[src/rtl/assert_macros.svh]
// Assertion macros for the RTL files; fiqd_dpath includes them.
`ifndef ASSERT_MACROS_SVH
`define ASSERT_MACROS_SVH

// Checks a property on every rising edge while reset is released.
`define CHK_PROP(label, clk, rst_n, prop, msg) \
  label: assert property (@(posedge clk) disable iff (!rst_n) (prop)) else $error(msg);

// Checks that one condition implies another condition in the next cycle.
`define CHK_NEXT(label, clk, rst_n, cond, res, msg) \
  label: assert property (@(posedge clk) disable iff (!rst_n) (cond) |=> (res)) else $error(msg);

`endif

[src/rtl/fiqd_pkg.sv]
package fiqd_pkg;

  localparam int unsigned ArrW   = 60;
  localparam int unsigned SvcW   = 32;
  localparam int unsigned TimeW  = 64;
  localparam int unsigned DelayW = 60;

  // Commands from the controller to the datapath.
  typedef struct packed {
    logic load;
    logic fit;
    logic pick;
    logic calc;
    logic update;
  } cmd_t;

endpackage

[src/rtl/fiqd_ctrl.sv]
module fiqd_ctrl (
  input  logic          clk,
  input  logic          rst_n,
  input  logic          in_valid,
  output logic          in_ready,
  output logic          out_valid,
  input  logic          out_ready,
  output fiqd_pkg::cmd_t cmd
);

  typedef enum logic [4:0] {
    ST_IDLE   = 5'b00001,
    ST_FIT    = 5'b00010,
    ST_PICK   = 5'b00100,
    ST_CALC   = 5'b01000,
    ST_UPDATE = 5'b10000
  } state_t;

  state_t state_r, state_nxt;
  logic   out_valid_r, out_valid_nxt;
  logic   out_free;

  assign in_ready  = (state_r == ST_IDLE);
  assign out_valid = out_valid_r;
  assign out_free  = !out_valid_r || out_ready;

  // Sequencer for one request at a time.
  always_comb begin
    state_nxt     = state_r;
    out_valid_nxt = out_valid_r && !out_ready;
    cmd           = '0;
    unique case (state_r)
      ST_IDLE: begin
        if (in_valid) begin
          cmd.load  = 1'b1;
          state_nxt = ST_FIT;
        end
      end
      ST_FIT: begin
        cmd.fit   = 1'b1;
        state_nxt = ST_PICK;
      end
      ST_PICK: begin
        cmd.pick  = 1'b1;
        state_nxt = ST_CALC;
      end
      ST_CALC: begin
        cmd.calc  = 1'b1;
        state_nxt = ST_UPDATE;
      end
      ST_UPDATE: begin
        if (out_free) begin
          cmd.update    = 1'b1;
          out_valid_nxt = 1'b1;
          state_nxt     = ST_IDLE;
        end
      end
      default: state_nxt = ST_IDLE;
    endcase
  end

  always_ff @(posedge clk) begin
    if (!rst_n) begin
      state_r     <= ST_IDLE;
      out_valid_r <= 1'b0;
    end else begin
      state_r     <= state_nxt;
      out_valid_r <= out_valid_nxt;
    end
  end

endmodule

[config.mk]
export PLATFORM = sky130hd
export DESIGN_NAME = fiqd_ctrl
export DESIGN_NICKNAME = d
export VERILOG_FILES = /design/src/rtl/assert_macros.svh /design/src/rtl/fiqd_pkg.sv /design/src/rtl/fiqd_ctrl.sv
export SDC_FILE = /design/constraint.sdc
export NUM_CORES = 1
export LEC_CHECK = 0
export BUFFER_PORTS_ARGS = -buffer_cell sky130_fd_sc_hd__buf_2
export CAP_MARGIN = 30
export CORE_AREA = 2 2 39 41
export CTS_CLUSTER_SIZE = 30
export DETAILED_ROUTE_END_ITERATION = 12
export DIE_AREA = 0 0 41 43
export GPL_ROUTABILITY_DRIVEN = 0
export PLACE_DENSITY_LB_ADDON = 0.3
export RECOVER_POWER = 50
export SLEW_MARGIN = 30
export SYNTH_ARGS = -nofsm -noshare
export SYNTH_HDL_FRONTEND = slang
export SYNTH_SLANG_ARGS = --single-unit
[constraint.sdc]
create_clock -name clk -period 2.75 [get_ports clk]
set_input_delay 0.825 -clock clk [delete_from_list [all_inputs] [get_ports clk]]
set_output_delay 0.825 -clock clk [all_outputs]
set_load 0.01 [all_outputs]
Word level (Yosys, flattened, before mapping)
Cells that the tools add are included.
{ "word_totals": {"regBits": 6, "inputBits": 4, "out_inout_bits": 7, "word_cells": 26} }
{ "op_classes": {"n_eq_ne": 7, "mux": 12, "n_reduce_logical": 5} }
{ "op_table": {"columns": ["cell", "count"], "rows": [
  ["case mux 5 bit (5 select lines)", 1],
  ["2-to-1 mux 5 bit", 2],
  ["2-to-1 mux 1 bit", 9],
  ["equality test 5 x 1 -> 1 bit (second input constant)", 1],
  ["equality test 5 x 2 -> 1 bit (second input constant)", 1],
  ["equality test 5 x 3 -> 1 bit (second input constant)", 1],
  ["equality test 5 x 4 -> 1 bit (second input constant)", 1],
  ["equality test 5 bit (second input constant)", 1],
  ["inequality test 2 bit (second input constant)", 2],
  ["zero test 1 bit", 2],
  ["AND reduction 2 bit", 1],
  ["logical AND 1 bit", 1],
  ["logical OR 1 bit", 1]
]} }

Depth between registers and ports, before layout
Gate-level depths: netlist of run 1.
{ "logic_depth": {"word_depth": 4, "mapped_depth": 4, "ltp_nobuf": 3} }

Worst setup path before layout of run 1
OpenSTA, ideal clock, no wires.
{ "synth_timing": {"kind": "flip-flop to output port", "start": "register state_r[2]", "end": "output port cmd[4] (netlist name)", "arrival_time_ns": 1.088, "t_required_ns": 1.925, "slack_ns": 0.837, "stages_incl_launch_ff": 4, "n_path_buf": 0, "path_cell_list": "dfxtp_1 -> or2_4 -> nor3_2 -> and2_1"} }
{ "synth_rtl": {"columns": ["element", "line_no", "text"], "rows": [
  ["start, declared", "fiqd_ctrl.sv:19", "state_t state_r, state_nxt;"],
  ["start signal, assigned", "fiqd_ctrl.sv:67", "state_r <= state_nxt;"],
  ["end, declared", "fiqd_ctrl.sv:8", "output fiqd_pkg::cmd_t cmd"]
]} }

==> results.toml, run 1 <==
[timing]
finalWorstSetupSlack_ps = 470.5
hold_viol_final = 0
worst_pin_slew_ps = 469.0
fmax_mhz = 438.7
fin_setup_tns_ps = 0
skew_ps = 2.839
min_period_ps = 2280
setup_viol = 0
slew_headroom_pct = 68.33
drv_slew = 0
fin_crit_sh_pct = 82.89
rsz0062_at_grt = "no"

[routing]
via_per_inst = 4.387
dr.pass1.iters = 2
drc = 0
first_iter_violations = 1
antenna_left = 0
dr_total_vias = 272
wire_per_inst_um = 9.468
wirelength_um = 587

[clocking]
ctsResizeCount = 0
clkSinkCount = 6
cts_tree = "yes"
cts_hold_buf = 0
numCtsBuffers = 3
clockBufferDepth = 2
clk_pin_slew_ps = 40
post_cts_buffers = 0
cts_max_level = 1
clk_latency_ps = 240
cts_root_buffer = "clkbuf_4"

[final_layout]
area_growth_pct = 15.24
n_antenna_cell = 0
fillCellCount = 154
fin_util_pct = 28.03
final_cells = 62
final_nets = 52
drive_above_1_share_pct = 32.61
layout_common_cells = "buf_2 (10), dfxtp_1 (6), nor2_1 (5), and2_1 (3), clkbuf_4 (3)"
layout_commonest_cell = "buf_2"

[synth]
synth_cells = 35
synthMuxAreaShare_pct = 0
ys_types = 21
synth_top_family_by_area = "simple AND/OR/NAND/NOR gates"
syn_avg_cell_area_um2 = 9.616
synth-simple-area-share_pct = 38.29
synth_adder_area_share_pct = 0
syn_nets = 39
synth-compound-area-share_pct = 17.84
synth_xor_area_share_pct = 2.602
synth_area_um2 = 336.6
yosys_warnings = 0
yosysSeqAreaShare_pct = 35.69
synth-seq-cells = 6

[floorplan]
initial_core_util_pct = 24.32
die_area_mm2 = 0.001763
dieHeight_um = 43
io_pins = 11
coreArea_mm2 = 0.001384
placementRows = 14
dieWidth_um = 41

[grt]
gr-total-overflow = 0
grt_pass1_vias = 231
grt_pass1_wl_um = 903
gr-usage-all-layers_pct = 7.932
grt_max_degree = 9
grt_antenna_before_repair = 0

[placement]
dp.cells = 59
dp_slack_ps = 628.8
portBuffers = 10
hpwl_um = 477.2

[critical_path]
cp-startpoint = "state_r[2]"
path_cells = "or2_0, nor3_1, and2_1, buf_2"
worst-r2r-cell-count = 3
path_buf_inv = 1
cp.required_ps = 1930
path_class = "flop to output port"
regToRegSetupSlack_ps = 1400
crit_family = "simple AND/OR/NAND/NOR gates"
cp-end-kind = "output port"
crit_path_max_fanout = 6
crit_arrival_ps = 1450
cp_slowest_cell = "dfxtp_1"
reg2reg_from = "state_r[2]"
crit_path_max_incr_delay_ps = 340
setup.worst_path.start_class = "flop"
reg2reg_to = "state_r[0]"

[worst_hold_path]
whs_path_depth = 2
hold_class = "flop to flop"
holdPathEnd = "state_r[4]"
hold_start = "state_r[3]"

[power]
power_leakage_nw = 0.1806
vdd_drop_max_v = 0.0001322
power_density_mw_per_mm2 = 529.4
finalPower_w = 0.0002053

[job]
cap_violations = 0

[outcome]
outcome = "finished, final reports clean"
==> cells in the mapped netlist, drive strengths merged <==
master | n | area (µm²)
and3 | 2 | 13.77
or2 | 1 | 8.760
nand3 | 2 | 10.01
nor2 | 5 | 18.77
nand2b | 1 | 6.260
a21oi | 1 | 5.000
xor2 | 1 | 8.760
o21ai | 1 | 5.000
nor3 | 1 | 10.01
a31oi | 1 | 6.260
o41ai | 1 | 27.53
inv | 1 | 3.750
o211ai | 1 | 7.510
nor2b | 2 | 12.51
a31o | 1 | 8.760
dfxtp | 6 | 120.1
nor4b | 1 | 23.77
and2 | 3 | 18.77
nand4 | 1 | 6.260
buf | 2 | 15.01
==> sequential cells by signal, summed over array words and instances (netlist names) <==
signal,cells
state_r,5
out_valid,1
==> report_power, final <==
| group | switching (W) | internal [W] | leakage, nW | total [W] |
|---|---|---|---|---|
| Sequential | 0.00000549 | 0.0000910 | 0.0488 | 0.0000965 |
| Combinational | 0.0000152 | 0.0000149 | 0.118 | 0.0000301 |
| Clock | 0.0000296 | 0.0000492 | 0.0138 | 0.0000788 |
| Total | 0.0000502 | 0.000155 | 0.181 | 0.000205 |
==> cell families (layout without fill, tap and decap cells) <==
kind of cell | count (synthesis) | in the layout
xor gates and xnor gates | 1 | 1
DFF | 6 | 6
buffers and inverters | 3 | 14
and+or+nand+nor | 19 | 19
AOI/OAI and AO/OA | 6 | 6
==> per-layer routing <==
metal	routed length [µm]	track usage, %	vias to the layer above
met5	0	0	-
met4	0	2.000	0
met3	59	6.283	0
met2	249	10.94	11
met1	278	9.325	117
li1	-	-	144
==> layout make-up <==
cell class | instances | area, µm² | area share [%]
multi-input cells | 26 | 171.4 | 44.19
clock buffers | 3 | 22.52 | 5.806
repair buffers | 10 | 50.05 | 12.90
inverters | 1 | 3.754 | 0.9677
well taps | 16 | 20.02 | 5.161
flip-flops and latches | 6 | 120.1 | 30.97
==> stage by stage <==
| step | cell area [µm²] | hold WS [ps] |
|---|---|---|
| after global routing | 387.9 | 592.5 |
| after CTS | 414.1 | 555.5 |
| after floorplan | 336.6 | 510.7 |
| final | 387.9 | 552.8 |
| after detailed placement | 391.6 | 551.1 |
| after global placement | 391.6 | 555.2 |
==> worst reg2reg max path, stage by stage (launching register included) <==
cell,delay [ps]
dfxtp_1,340
or2_0,310
o41ai_1,490
a31o_1,150
==> worst max path at each step <==
stage / to / slack (ps) / cells past startpoint
2_1_floorplan: cmd[4] / 840 / 3
3_3_place_gp: cmd[0] / 640 / 4
3_5_place_dp: cmd[0] / 630 / 4
4_1_cts: cmd[4] / 580 / 4
5_1_grt: cmd[4] / 340 / 4
6_report: cmd[4] / 470 / 4
(Power assumes the default switching activity.)
==> inputs of run 2 (changes only) <==
==> constraint.sdc (replaced) <==
create_clock -name clk -period 1.99 [get_ports clk]
set_input_delay 0.597 -clock clk [delete_from_list [all_inputs] [get_ports clk]]
set_output_delay 0.597 -clock clk [all_outputs]
set_load 0.01 [all_outputs]
==> run 2 against run 1 <==
Power is 43% higher. Design area is 3.5% higher. Die area stayed put. Largest cell class unchanged. Critical endpoint unchanged.
==> results.toml, run 2 (synthesized netlist as in run 1, its figures left out) <==
[grt]
grt_max_degree = 9
grt_pass1_wl_um = 869
grt_pass1_vias = 226
gr-total-overflow = 0
gr-usage-all-layers_pct = 8.333
grt_antenna_before_repair = 0

[final_layout]
final_nets = 52
layout_common_cells = "buf_2 (10), dfxtp_1 (6), nor2_1 (5), and2_1 (3), clkbuf_4 (3)"
fillCellCount = 154
layout_commonest_cell = "buf_2"
layout.area.seq_um2 = 120.1
area_growth_pct = 19.33
n_antenna_cell = 0
fin_util_pct = 29.02
largest_reg_flops = 5
regMostFlops = "state_r"
drive_above_1_share_pct = 36.96
multiInputGateArea_um2 = 185.2

[routing]
antenna_left = 0
drc = 0
via_per_inst = 4.452
dr_total_vias = 276
dr.pass1.iters = 4
wirelength_um = 617
first_iter_violations = 3
wire_per_inst_um = 9.952

[critical_path]
setup.worst_path.start_class = "flop"
crit_path_max_fanout = 6
path_class = "flop to output port"
cp-end-kind = "output port"
crit_arrival_ps = 1290
cp.required_ps = 1390

[placement]
hpwl_um = 462
portBuffers = 10
dp_slack_ps = 314.2

[timing]
finalWorstSetupSlack_ps = 101.8
fin_crit_sh_pct = 94.89
min_period_ps = 1888
slew_headroom_pct = 70.18
rsz0062_at_grt = "no"
drv_slew = 0
skew_ps = 3.324
worst_pin_slew_ps = 441.5
hold_viol_final = 0
fmax_mhz = 529.6
fin_setup_tns_ps = 0
setup_viol = 0

[clocking]
clk_pin_slew_ps = 40
clockBufferDepth = 2
post_cts_buffers = 0
clk_latency_ps = 250
numCtsBuffers = 3
cts_tree = "yes"
cts_root_buffer = "clkbuf_4"
cts_max_level = 1
cts_hold_buf = 0
clkSinkCount = 6

[floorplan]
placementRows = 14
initial_core_util_pct = 24.32
dieWidth_um = 41
coreArea_mm2 = 0.001384
dieHeight_um = 43
die_area_mm2 = 0.001763
io_pins = 11

[job]
cap_violations = 0

[power]
vdd_drop_max_v = 0.0002504
power_leakage_nw = 0.1862
p_int_w = 0.0002170
clkPwrFrac_pct = 39.0
switching_power_w = 0.00007663
swShare_pct = 26.10
seqPwrFrac_pct = 45.5
power_density_mw_per_mm2 = 731.0
combPwrFrac_pct = 15.6

[worst_hold_path]
hold_class = "flop to flop"

[outcome]
outcome = "finished, final reports clean"
run 2: worst paths after layout:
path	start	endpoint	slack [ps]	depth (start not counted)
min reg2reg	state_r[3]	state_r[4]	550	2
min	state_r[3]	state_r[4]	550	2
max reg2reg	state_r[2]	state_r[0]	710	3
max	state_r[2]	cmd[4]	100	4
run 2: metal layers:
layer / vias to the layer above / global-route usage (%) / wire length [µm]
met5: - / 0 / 0
met4: 0 / 6.000 / 17
met3: 2 / 7.853 / 53
met2: 10 / 9.375 / 242
met1: 118 / 9.325 / 304
li1: 146 / - / -
run 2: final cells by class:
class / instances / area share [%]
multi-input combinational: 26 / 46.11
timing repair buffer: 10 / 12.46
sequential: 6 / 29.91
inverter: 1 / 0.9346
clock buffer: 3 / 5.607
tap: 16 / 4.984
run 2: through the flow:
stage | hold slack [ps] | total power (W) | instance area, µm² | instances
floorplan | 510.7 | 0.0001691 | 336.6 | 35
global placement | 558.1 | 0.0001841 | 391.6 | 59
detailed placement | 549.7 | 0.0001844 | 391.6 | 59
CTS | 550.8 | 0.0003011 | 414.1 | 62
global route | 598.1 | 0.0003061 | 401.6 | 62
finish | 554.1 | 0.0002936 | 401.6 | 62
run 2: power groups by stage:
stage | Clock [W] | Sequential [W] | Combinational (W)
CTS | 0.000119 | 0.000134 | 0.0000487
global placement | 0 | 0.000136 | 0.0000483
finish | 0.000114 | 0.000133 | 0.0000457
global route | 0.000120 | 0.000135 | 0.0000512
detailed placement | 0 | 0.000136 | 0.0000485
floorplan | 0 | 0.000134 | 0.0000353
run 2: worst max-delay path, cell delays in order, from the launching register on:
cell	delay (ps)
dfxtp_1	340
or2_4	270
nor3_4	170
and2_1	140
buf_2	120
run 2: repair_timing:
action	CTS	global route
endpoints found under the setup margin	0	1
endpoints found under the hold margin	0	0
resized for setup	0	1
==> inputs of run 3 (changes only) <==
--- a/config.mk
+++ b/config.mk
@@ -8,6 +8,7 @@
 export BUFFER_PORTS_ARGS = -buffer_cell sky130_fd_sc_hd__buf_2
 export CAP_MARGIN = 30
 export CORE_AREA = 2 2 39 41
+export CTS_BUF_LIST = sky130_fd_sc_hd__clkbuf_8
 export CTS_CLUSTER_SIZE = 30
 export DETAILED_ROUTE_END_ITERATION = 12
 export DIE_AREA = 0 0 41 43
==> run 3 against run 2 <==
Non-clock buffer count is the same. Global-route usage grew 0.60 points. Sequential share of layout area decreased by 1.3 points. Clock-buffer cell count is the same. Cell count stayed put. Wire length rose by 3.4%. Maximum frequency increased by 0.11%. Combinational power about the same. Power rose by 24%. Register-to-register slack got worse by 20 ps. Largest power group is now clock.
==> results.toml, run 3 (synthesized netlist as in run 1, its figures left out) <==
[grt]
grt_max_degree = 9
gr-total-overflow = 0
gr-usage-all-layers_pct = 8.936
grt_pass1_vias = 225
grt_antenna_before_repair = 0
grt_pass1_wl_um = 890

[critical_path]
path_class = "flop to output port"
path_buf_inv = 1
setup.worst_path.start_class = "flop"
cp.required_ps = 1390
crit_path_max_incr_delay_ps = 340
path_cells = "or2_4, nor3_4, and2_1, buf_2"
cp-end-kind = "output port"
reg2reg_from = "state_r[2]"
reg2reg_to = "state_r[0]"
crit_path_max_fanout = 6
crit_family = "simple AND/OR/NAND/NOR gates"
cp_slowest_cell = "dfxtp_1"
worst-r2r-cell-count = 3
regToRegSetupSlack_ps = 690
crit_arrival_ps = 1290

[final_layout]
fin_util_pct = 30.38
final_nets = 52
regMostFlops = "state_r"
n_antenna_cell = 0
layout_common_cells = "buf_2 (10), dfxtp_1 (6), nor2_1 (5), and2_1 (3), clkbuf_8 (3)"
layout_commonest_cell = "buf_2"
area_growth_pct = 24.91
drive_above_1_share_pct = 36.96
largest_reg_flops = 5

[routing]
wirelength_um = 638
via_per_inst = 4.484
antenna_left = 0
dr_total_vias = 278
dr.pass1.iters = 4
wire_per_inst_um = 10.29
first_iter_violations = 3
drc = 0

[placement]
hpwl_um = 462
portBuffers = 10

[clocking]
clockBufferDepth = 2
cts_tree = "yes"
clk_pin_slew_ps = 40
clk_latency_ps = 230
clkSinkCount = 6
post_cts_buffers = 0
cts_root_buffer = "clkbuf_8"
cts_hold_buf = 0
cts_max_level = 1
numCtsBuffers = 3

[timing]
skew_ps = 2.501
drv_slew = 0
worst_pin_slew_ps = 441.4
setup_viol = 0
hold_viol_final = 0
min_period_ps = 1886
slew_headroom_pct = 70.19
fin_setup_tns_ps = 0
rsz0062_at_grt = "no"
fmax_mhz = 530.2
fin_crit_sh_pct = 94.78

[power]
vdd_drop_max_v = 0.0003497
power_leakage_nw = 0.1939
power_density_mw_per_mm2 = 864.2

[worst_hold_path]
whs_path_depth = 2
hold_class = "flop to flop"
hold_start = "state_r[3]"
holdPathEnd = "state_r[4]"

[floorplan]
initial_core_util_pct = 24.32
coreArea_mm2 = 0.001384
dieWidth_um = 41
io_pins = 11
die_area_mm2 = 0.001763
dieHeight_um = 43
placementRows = 14

[outcome]
outcome = "finished, final reports clean"

[job]
cap_violations = 0
run 3: cell counts in the layout (fill, tap and decap cells not counted):
No cell type changed its count.
run 3: repair_timing:
action,in CTS,in global routing
endpoints found under the hold margin,0,0
endpoints found under the setup margin,0,1
gates resized for setup,0,1
run 3: routing by layer:
layer  global-route usage (%)  wire (µm)  vias to the layer above
li1                         -          -                      146
met1                    9.325        307                      120
met2                    9.375        254                       10
met3                    7.853         53                        2
met4                    10.00         22                        0
met5                        0          0                        -
run 3: worst max path at each step:
stage                    start      to  slack (ps)  cells past startpoint
floorplan           state_r[2]  cmd[4]         310                      3
global placement    state_r[2]  cmd[4]         320                      4
detailed placement  state_r[2]  cmd[4]         310                      4
CTS                 state_r[2]  cmd[4]          70                      4
global route        state_r[2]  cmd[4]          10                      4
finish              state_r[2]  cmd[4]         100                      4
run 3: stage by stage:
step                      hold slack, ps  std cells  total power (W)  setup WS (ps)  instance area, µm²
after floorplan                    510.7         35        0.0001691          305.1               336.6
after global placement             558.1         59        0.0001841          322.0               391.6
after CTS                          551.7         62        0.0003729          74.53               432.9
final                              551.5         62        0.0003633          103.9               420.4
after global routing               591.0         62        0.0003761          11.23               420.4
after detailed placement           549.7         59        0.0001844          314.2               391.6
run 3: worst register-to-register path: cells and delay by family (launching register included):
kind            cells  cell delay (ps)
simple gates        1              300
flops               1              340
compound gates      2              610
run 3: power breakdown:
part / switching [W] / leakage, nW / total, W / internal (W)
Sequential: 0.00000797 / 0.0488 / 0.000134 / 0.000126
Clock: 0.0000536 / 0.0216 / 0.000184 / 0.000130
Combinational: 0.0000228 / 0.124 / 0.0000457 / 0.0000229
run 3: layout make-up:
| class | instances | area (µm²) |
|---|---|---|
| Multi-Input combinational cell | 26 | 185.2 |
| Timing Repair Buffer | 10 | 50.05 |
| Inverter | 1 | 3.754 |
| Clock buffer | 3 | 41.29 |
| Fill cell | 152 | 963.4 |
| Sequential cell | 6 | 120.1 |
| Tap cell | 16 | 20.02 |
